**src/rtl/hsvrgb_pkg.sv**
```systemverilog
// Shared types, constants and helpers for the HSV to RGB converter.
// No dependencies.
package hsvrgb_pkg;

  localparam int unsigned ChanW = 16;
  localparam int unsigned WordW = 32;
  localparam logic [ChanW-1:0] Full16 = 16'hFFFF;

  // Hue sector after scaling by six
  typedef enum logic [2:0] {
    SecRed     = 3'd0,
    SecYellow  = 3'd1,
    SecGreen   = 3'd2,
    SecCyan    = 3'd3,
    SecBlue    = 3'd4,
    SecMagenta = 3'd5
  } sector_e;

  typedef struct packed {
    logic [WordW-1:0] hue;
    logic [WordW-1:0] saturation;
    logic [WordW-1:0] brightness;
  } hsv_beat_t;

  typedef struct packed {
    logic [WordW-1:0] red;
    logic [WordW-1:0] green;
    logic [WordW-1:0] blue;
  } rgb_beat_t;

  // Copy a channel into both halves of an output word
  function automatic logic [WordW-1:0] replicate(input logic [ChanW-1:0] c);
    return {c, c};
  endfunction

endpackage

```
**src/rtl/hsvrgb_mulhi.sv**
```systemverilog
// Unsigned 16x16 multiply keeping the upper half of the product.
// Depends on hsvrgb_pkg.
module hsvrgb_mulhi
  import hsvrgb_pkg::*;
(
  input  logic [ChanW-1:0] a_i,
  input  logic [ChanW-1:0] b_i,
  output logic [ChanW-1:0] p_o
);

  logic [2*ChanW-1:0] prod;

  // Full product, truncated to the high half
  assign prod = a_i * b_i;
  assign p_o  = prod[2*ChanW-1:ChanW];

endmodule

```
**src/rtl/hsv_to_rgb_fixed.sv**
```systemverilog
// Top level of the fixed-point HSV to RGB converter.
// Depends on hsvrgb_pkg and hsvrgb_mulhi.

// Converts one hue/saturation/brightness beat per clock into red/green/blue
// when the output side does not stall. Only bits 31..16 of each input word
// are used; a zero saturation is taken as one and a hue of all ones wraps to
// zero. Each 16-bit channel comes out copied into both halves of its 32-bit
// word. The pipeline is an input stage, two ranks of 16x16 multipliers and a
// selection/output stage, each registered. Back-pressure stalls only the
// stages that are full, so bubbles are squeezed out.
module hsv_to_rgb_fixed
  import hsvrgb_pkg::*;
(
  input  logic      clk_i,
  input  logic      rst_ni,
  input  logic      in_valid_i,
  output logic      in_ready_o,
  input  hsv_beat_t in_data_i,
  output logic      out_valid_o,
  input  logic      out_ready_i,
  output rgb_beat_t out_data_o
);

  // stage valids and enables
  logic vld1_q, vld2_q, vld3_q, vld_out_q;
  logic en1, en2, en3, en_out;

  // stage 1: clamped inputs, sector and fraction
  logic [ChanW-1:0] h_in, s_in;
  logic [ChanW+2:0] h6;
  sector_e          sec1_q;
  logic [ChanW-1:0] frac1_q, s1_q, v1_q;

  // stage 2: first multiplier rank
  sector_e          sec2_q;
  logic [ChanW-1:0] v2_q, w2_q, sf2_q, sfi2_q;
  logic [ChanW-1:0] sf_d, sfi_d, w_d;

  // stage 3: second multiplier rank
  sector_e          sec3_q;
  logic [ChanW-1:0] v3_q, w3_q, q3_q, t3_q;
  logic [ChanW-1:0] q_d, t_d;

  // output register
  rgb_beat_t out_d, out_q;

  // a stage moves when it is empty or its successor moves
  assign en_out     = !vld_out_q || out_ready_i;
  assign en3        = !vld3_q || en_out;
  assign en2        = !vld2_q || en3;
  assign en1        = !vld1_q || en2;
  assign in_ready_o = en1;

  always_ff @(posedge clk_i or negedge rst_ni) begin
    if (!rst_ni) begin
      vld1_q    <= 1'b0;
      vld2_q    <= 1'b0;
      vld3_q    <= 1'b0;
      vld_out_q <= 1'b0;
    end else begin
      if (en1)    vld1_q    <= in_valid_i;
      if (en2)    vld2_q    <= vld1_q;
      if (en3)    vld3_q    <= vld2_q;
      if (en_out) vld_out_q <= vld3_q;
    end
  end

  // input clamps and hue times six
  always_comb begin
    h_in = in_data_i.hue[WordW-1:ChanW];
    s_in = in_data_i.saturation[WordW-1:ChanW];
    if (h_in == Full16) h_in = '0;
    if (s_in == '0)     s_in = ChanW'(1);
    h6 = {1'b0, h_in, 2'b00} + {2'b00, h_in, 1'b0};
  end

  always_ff @(posedge clk_i) begin
    if (en1) begin
      sec1_q  <= sector_e'(h6[ChanW+2:ChanW]);
      frac1_q <= h6[ChanW-1:0];
      s1_q    <= s_in;
      v1_q    <= in_data_i.brightness[WordW-1:ChanW];
    end
  end

  // first rank: S*f, S*(1-f), V*(1-S)
  hsvrgb_mulhi u_mul_sf  (.a_i(s1_q), .b_i(frac1_q),          .p_o(sf_d));
  hsvrgb_mulhi u_mul_sfi (.a_i(s1_q), .b_i(Full16 - frac1_q), .p_o(sfi_d));
  hsvrgb_mulhi u_mul_w   (.a_i(v1_q), .b_i(Full16 - s1_q),    .p_o(w_d));

  always_ff @(posedge clk_i) begin
    if (en2) begin
      sec2_q <= sec1_q;
      v2_q   <= v1_q;
      w2_q   <= w_d;
      sf2_q  <= sf_d;
      sfi2_q <= sfi_d;
    end
  end

  // second rank: q and t
  hsvrgb_mulhi u_mul_q (.a_i(v2_q), .b_i(Full16 - sf2_q),  .p_o(q_d));
  hsvrgb_mulhi u_mul_t (.a_i(v2_q), .b_i(Full16 - sfi2_q), .p_o(t_d));

  always_ff @(posedge clk_i) begin
    if (en3) begin
      sec3_q <= sec2_q;
      v3_q   <= v2_q;
      w3_q   <= w2_q;
      q3_q   <= q_d;
      t3_q   <= t_d;
    end
  end

  // sector decode onto the channels
  always_comb begin
    unique case (sec3_q)
      SecRed: begin
        out_d.red   = replicate(v3_q);
        out_d.green = replicate(t3_q);
        out_d.blue  = replicate(w3_q);
      end
      SecYellow: begin
        out_d.red   = replicate(q3_q);
        out_d.green = replicate(v3_q);
        out_d.blue  = replicate(w3_q);
      end
      SecGreen: begin
        out_d.red   = replicate(w3_q);
        out_d.green = replicate(v3_q);
        out_d.blue  = replicate(t3_q);
      end
      SecCyan: begin
        out_d.red   = replicate(w3_q);
        out_d.green = replicate(q3_q);
        out_d.blue  = replicate(v3_q);
      end
      SecBlue: begin
        out_d.red   = replicate(t3_q);
        out_d.green = replicate(w3_q);
        out_d.blue  = replicate(v3_q);
      end
      default: begin
        out_d.red   = replicate(v3_q);
        out_d.green = replicate(w3_q);
        out_d.blue  = replicate(q3_q);
      end
    endcase
  end

  always_ff @(posedge clk_i) begin
    if (en_out) out_q <= out_d;
  end

  assign out_valid_o = vld_out_q;
  assign out_data_o  = out_q;

endmodule

```
**config.mk**
```make
export PLATFORM = sky130hd
export DESIGN_NAME = hsv_to_rgb_fixed
export DESIGN_NICKNAME = d
export VERILOG_FILES = /design/src/rtl/hsvrgb_pkg.sv /design/src/rtl/hsvrgb_mulhi.sv /design/src/rtl/hsv_to_rgb_fixed.sv
export SDC_FILE = /design/constraint.sdc
export NUM_CORES = 2
export LEC_CHECK = 0
export ABC_AREA = 1
export BUFFER_PORTS_ARGS = -buffer_cell sky130_fd_sc_hd__buf_2
export CAP_MARGIN = 20
export CORE_MARGIN = 3
export CORE_UTILIZATION = 45
export DETAILED_ROUTE_END_ITERATION = 8
export MAX_ROUTING_LAYER = met4
export PLACE_DENSITY = 0.61
export SYNTH_ARGS = -nofsm -noshare
export SYNTH_HDL_FRONTEND = slang
export SYNTH_SLANG_ARGS = --single-unit
```
**constraint.sdc**
```tcl
create_clock -name clk_i -period 24.5 [get_ports clk_i]
set_input_delay 7.35 -clock clk_i [delete_from_list [all_inputs] [get_ports clk_i]]
set_output_delay 7.35 -clock clk_i [all_outputs]
set_load 0.01 [all_outputs]
```
* Word level (Yosys, flattened, before mapping)
Index checks and enable logic that the tools add are counted. Widths: inputs -> output; s select.
Word-level totals: bits in registers 285, input port bits 100, output and inout bits 98, word-level logic and storage cells 48
Operators by class: $add $sub $neg 5, $mul 5, eq/ne operators 5, mux-type cells 2, reduce and logical (&&, ||, !) cells 10
Operators with widths (number):
- $pmux 96 s5 | 1
- $mul 16x16->32 | 5
- $sub 16x16->16 const A | 4
- $add 18x17->19 | 1
- $eq 16x16->1 const B | 1
- $logic_not 16->1 | 1
- $mux 16 | 1
- $eq 3x2->1 const B | 2
- $logic_not 1->1 | 4
- $logic_or 1x1->1 | 4
- $eq 3x1->1 const B | 1
- $eq 3x3->1 const B | 1
- $logic_not 3->1 | 1

* Logic depth before layout (Yosys ltp)
word-level depth 5, depth in mapped cells 27

* Hierarchy
From an unflattened synthesis, not the netlist that was laid out.
Second synthesis, totals: cells, all modules 7097, area total of the unflattened synthesis 54838.8 um^2
By module, submodules not included:
- hsvrgb_mulhi at u_mul_sf ... | instances 2, cells each 1251, area an instance 8908.5 um^2, seq. area each 0.0 um^2
- hsv_to_rgb_fixed | instances 1, cells each 850, area an instance 10313.6 um^2, seq. area each 7066.8 um^2
- hsvrgb_mulhi at u_mul_t | instances 1, cells each 1255, area an instance 8918.6 um^2, seq. area each 0.0 um^2
- hsvrgb_mulhi at u_mul_w | instances 1, cells each 1246, area an instance 8902.3 um^2, seq. area each 0.0 um^2
- hsvrgb_mulhi at u_mul_q | instances 1, cells each 1244, area an instance 8887.3 um^2, seq. area each 0.0 um^2

* Worst setup path before layout
Ideal clock, no wire load.
kind input to output, start input out_ready_i, end output in_ready_o, data arrival time 11.202 ns, data required time 17.150 ns, slack 5.948 ns, stages on the path 6, buffers on the path 0, cell sequence nor2_1 > inv_1 > nor2_1 > inv_1 > nor2_1 > nand2_1
On the way: longest elaborated chain between the ends 4
RTL lines:
- start: declaration | RTL line hsv_to_rgb_fixed.sv:20 | input logic out_ready_i,
- $logic_or 1x1->1 | RTL line hsv_to_rgb_fixed.sv:48 | assign en_out = !vld_out_q || out_ready_i;
- named net en_out | RTL line hsv_to_rgb_fixed.sv:26 | logic en1, en2, en3, en_out;
- $logic_or 1x1->1 | RTL line hsv_to_rgb_fixed.sv:49 | assign en3 = !vld3_q || en_out;
- named net en3 | RTL line hsv_to_rgb_fixed.sv:26
- $logic_or 1x1->1 | RTL line hsv_to_rgb_fixed.sv:50 | assign en2 = !vld2_q || en3;
- $logic_or 1x1->1 | RTL line hsv_to_rgb_fixed.sv:51 | assign en1 = !vld1_q || en2;
- end: declaration | RTL line hsv_to_rgb_fixed.sv:17 | output logic in_ready_o,
The timed path passes the listed nets, and every way through them passes these cells.

* Worst setup path after layout
Ends and elaborated chain as after synthesis.

==> impl_metrics.yaml <==
drt:
  drt_iter0_markers: 3318
  drtPass1Iterations: 6
  finalWirelength_um: 152000
  wire_per_inst_um: 19.5
  dr_total_vias: 40800
  via_per_inst: 5.24
  drcViolationCount: 0
  ant_nets: 0
sta:
  maxSlewViolCount: 0
  fin_skew_ns: 0.0358
  hold_viol: 0
  setup_viol: 0
  tightest_slew_ns: 1.15
  clock.fmax_mhz: 57.8
  setup_tns_ns: 0
  min_period_ns: 17.29
  fin_crit_sh_pct: 70.6
  relSlewSlack_pct: 23.0
  rsz0062_at_grt: "false"
layout:
  fin_cells: 7795
  design_area_um2: 54500
  syn_to_final_growth_pct: 5.28
  fill_cells: 11100
  drive_above_1_share_pct: 4.51
  num-nets-final: 7851
global_route:
  grt_start_max_net_pins: 70
  grt_pass1_vias: 43000
  antenna_found_initial: 3
  grt-ovfl-total: 0
  globalRouteTotalUtil_pct: 26.8
  grt_pass1_wl_um: 244000
synthesis:
  async_flop_share_pct: 1.69
  syn_area_um2: 51800
  synth_xor_area_share_pct: 1.06
  synth_compound_area_share_pct: 5.43
  syn_avg_cell_area_um2: 8.21
  synth_common_cells: "inv_1 (1510), nand2_1 (1343), fa_1 (953), nor2_1 (687), ha_1 (524)"
  yosysMostFrequentCell: "inv_1"
  synthCells: 6309
  ys_types: 45
  synth-edff-count: 232
  ys_seq_area_share_pct: 13.6
  synth_seq_cells: 236
  synthAdderAreaFrac_pct: 49.5
  yosysWarningCount: 0
  synth_top_area_share_pct: 36.8
  yosys-top-cells-area: "fa_1 (37%), edfxtp_1 (13%), ha_1 (13%)"
  synth_nets: 7886
  synth_top_family_by_area: "adder cells"
  synthMuxAreaShare_pct: 0
  synth-simple-area-share_pct: 16.8
  synthFlopType: "edfxtp_1"
  synth_top_area_cell: "fa_1"
placement:
  place_congestion: 0.948
  io_buffers: 149
  place_area_um2: 53700
  dp.cells: 7744
  dp_hpwl_um: 117000
clocking:
  clock_path_buffers: 3
  numClockSinks: 236
  clock_latency_ns: 0.60
  holdBufCountCts: 0
  cts_setup_buffers: 0
  cts_inserted_buffers: 27
  cts_root_buf: "clkbuf_16"
  cts_tree: "yes"
  path_clk_slew_ns: 0.06
  cts.htree.levels: 1
  cts_resized: 0
worst_setup_path:
  regToRegStartpoint: "s1_q[8]"
  worstSetupEndpointType: "output pin"
  worstRegToRegCells: 21
  crit_arrival_ns: 9.94
  path_max_fanout: 69
  crit_start: "out_ready_i"
  r2r_slack_ns: 17.40
  critPathLaunchType: "primary input"
  worstPathRequired_ns: 17.15
  critical_path_class: "in2out"
floorplan:
  ios: 198
  coreArea_um2: 113000
  die-height_um: 345
  dieArea_um2: 119000
  start_util_pct: 45.7
  die_x_um: 345
  core.rowCount: 123
worst_hold_path:
  worstHoldPathCells: 0
  min_from: "w2_q[7]"
  hold_path_class: "reg2reg"
run:
  drv_cap: 0
status:
  status: "finished clean"
[critical path, cell delays in order]
cell      delay [ns]
buf_2           0.07
nor2_1          0.04
clkinv_1        0.03
buf_4           0.48
nor2_1          0.11
inv_2           0.06
buf_4           0.61
nor2_1          0.20
nand2_2         0.10
buf_4           0.54
buf_2           0.26
[metal layers]
metal	vias to the layer above	GRT usage, %	wire length [um]
met3	247	4.61	12100
met1	20400	35.1	64300
met2	1500	43.3	71000
met4	0	6.62	4520
met5	-	-	0
li1	18700	-	-
[logic make-up (layout without fill, tap and decap cells)]
kind of cell    Yosys count  count (layout)
simple gates           2229            2229
buf+inv                1822            1807
fa+ha+maj              1477            1477
compound gates          482             482
flops                   236             236
xor+xnor                 63              63
other cells               0               1
[cell type report]
type	instances	area [um^2]	area share, %
clock buffer	35	726	1.33
sequential	236	7070	13.0
clock inverter	14	114	0.209
antenna	1	2.50	0.00459
multi-input combinational	4251	37700	69.1
inverter	1541	5780	10.6
tap	1500	1880	3.44
timing repair buffer	217	1280	2.34
[sequential cells by signal, summed over array words and instances (netlist names), 15 cells and up]
register / cells
s1_q: 16
v1_q: 16
frac1_q: 15
v2_q: 16
v3_q: 16
w3_q: 16
sfi2_q: 16
q3_q: 16
sf2_q: 16
w2_q: 16
out_data_o: 48
t3_q: 16
[path summary, 6_finish.rpt]
kind	end
max	in_ready_o
min	w3_q[7]
max reg2reg	w2_q[11]
min reg2reg	w3_q[7]
max in group asynchronous	vld1_q
min in group asynchronous	vld2_q
[cells in the final DEF (no fill, tap or decap), types with 14 or more instances in the layout]
| cell | n |
|---|---|
| a22oi_1 | 38 |
| buf_4 | 67 |
| fa_1 | 953 |
| nor2_1 | 686 |
| o21a_1 | 17 |
| clkbuf_16 | 27 |
| o21bai_1 | 16 |
| clkinv_1 | 29 |
| nand3_1 | 117 |
| ha_1 | 524 |
| a21oi_1 | 205 |
| xor2_1 | 44 |
| buf_2 | 149 |
| inv_1 | 1507 |
| a21o_1 | 14 |
| nand4_1 | 18 |
| xnor2_1 | 19 |
| nand2_1 | 1342 |
| o21ai_0 | 112 |
| edfxtp_1 | 232 |
| nor3_1 | 38 |
[per-stage QoR]
step | setup slack (ns) | hold WS [ns] | utilization (%)
floorplan | 5.95 | 0.400 | -
global placement | 7.11 | 0.401 | 47.3
detailed placement | 7.13 | 0.405 | 47.3
CTS | 7.13 | 0.418 | 48.1
global route | 6.91 | 0.415 | 48.1
finish | 7.21 | 0.418 | 48.1
Power is left out: the tool's default activity adds up to more than one toggle a clock period on the data nets, which glitch-free logic cannot reach.
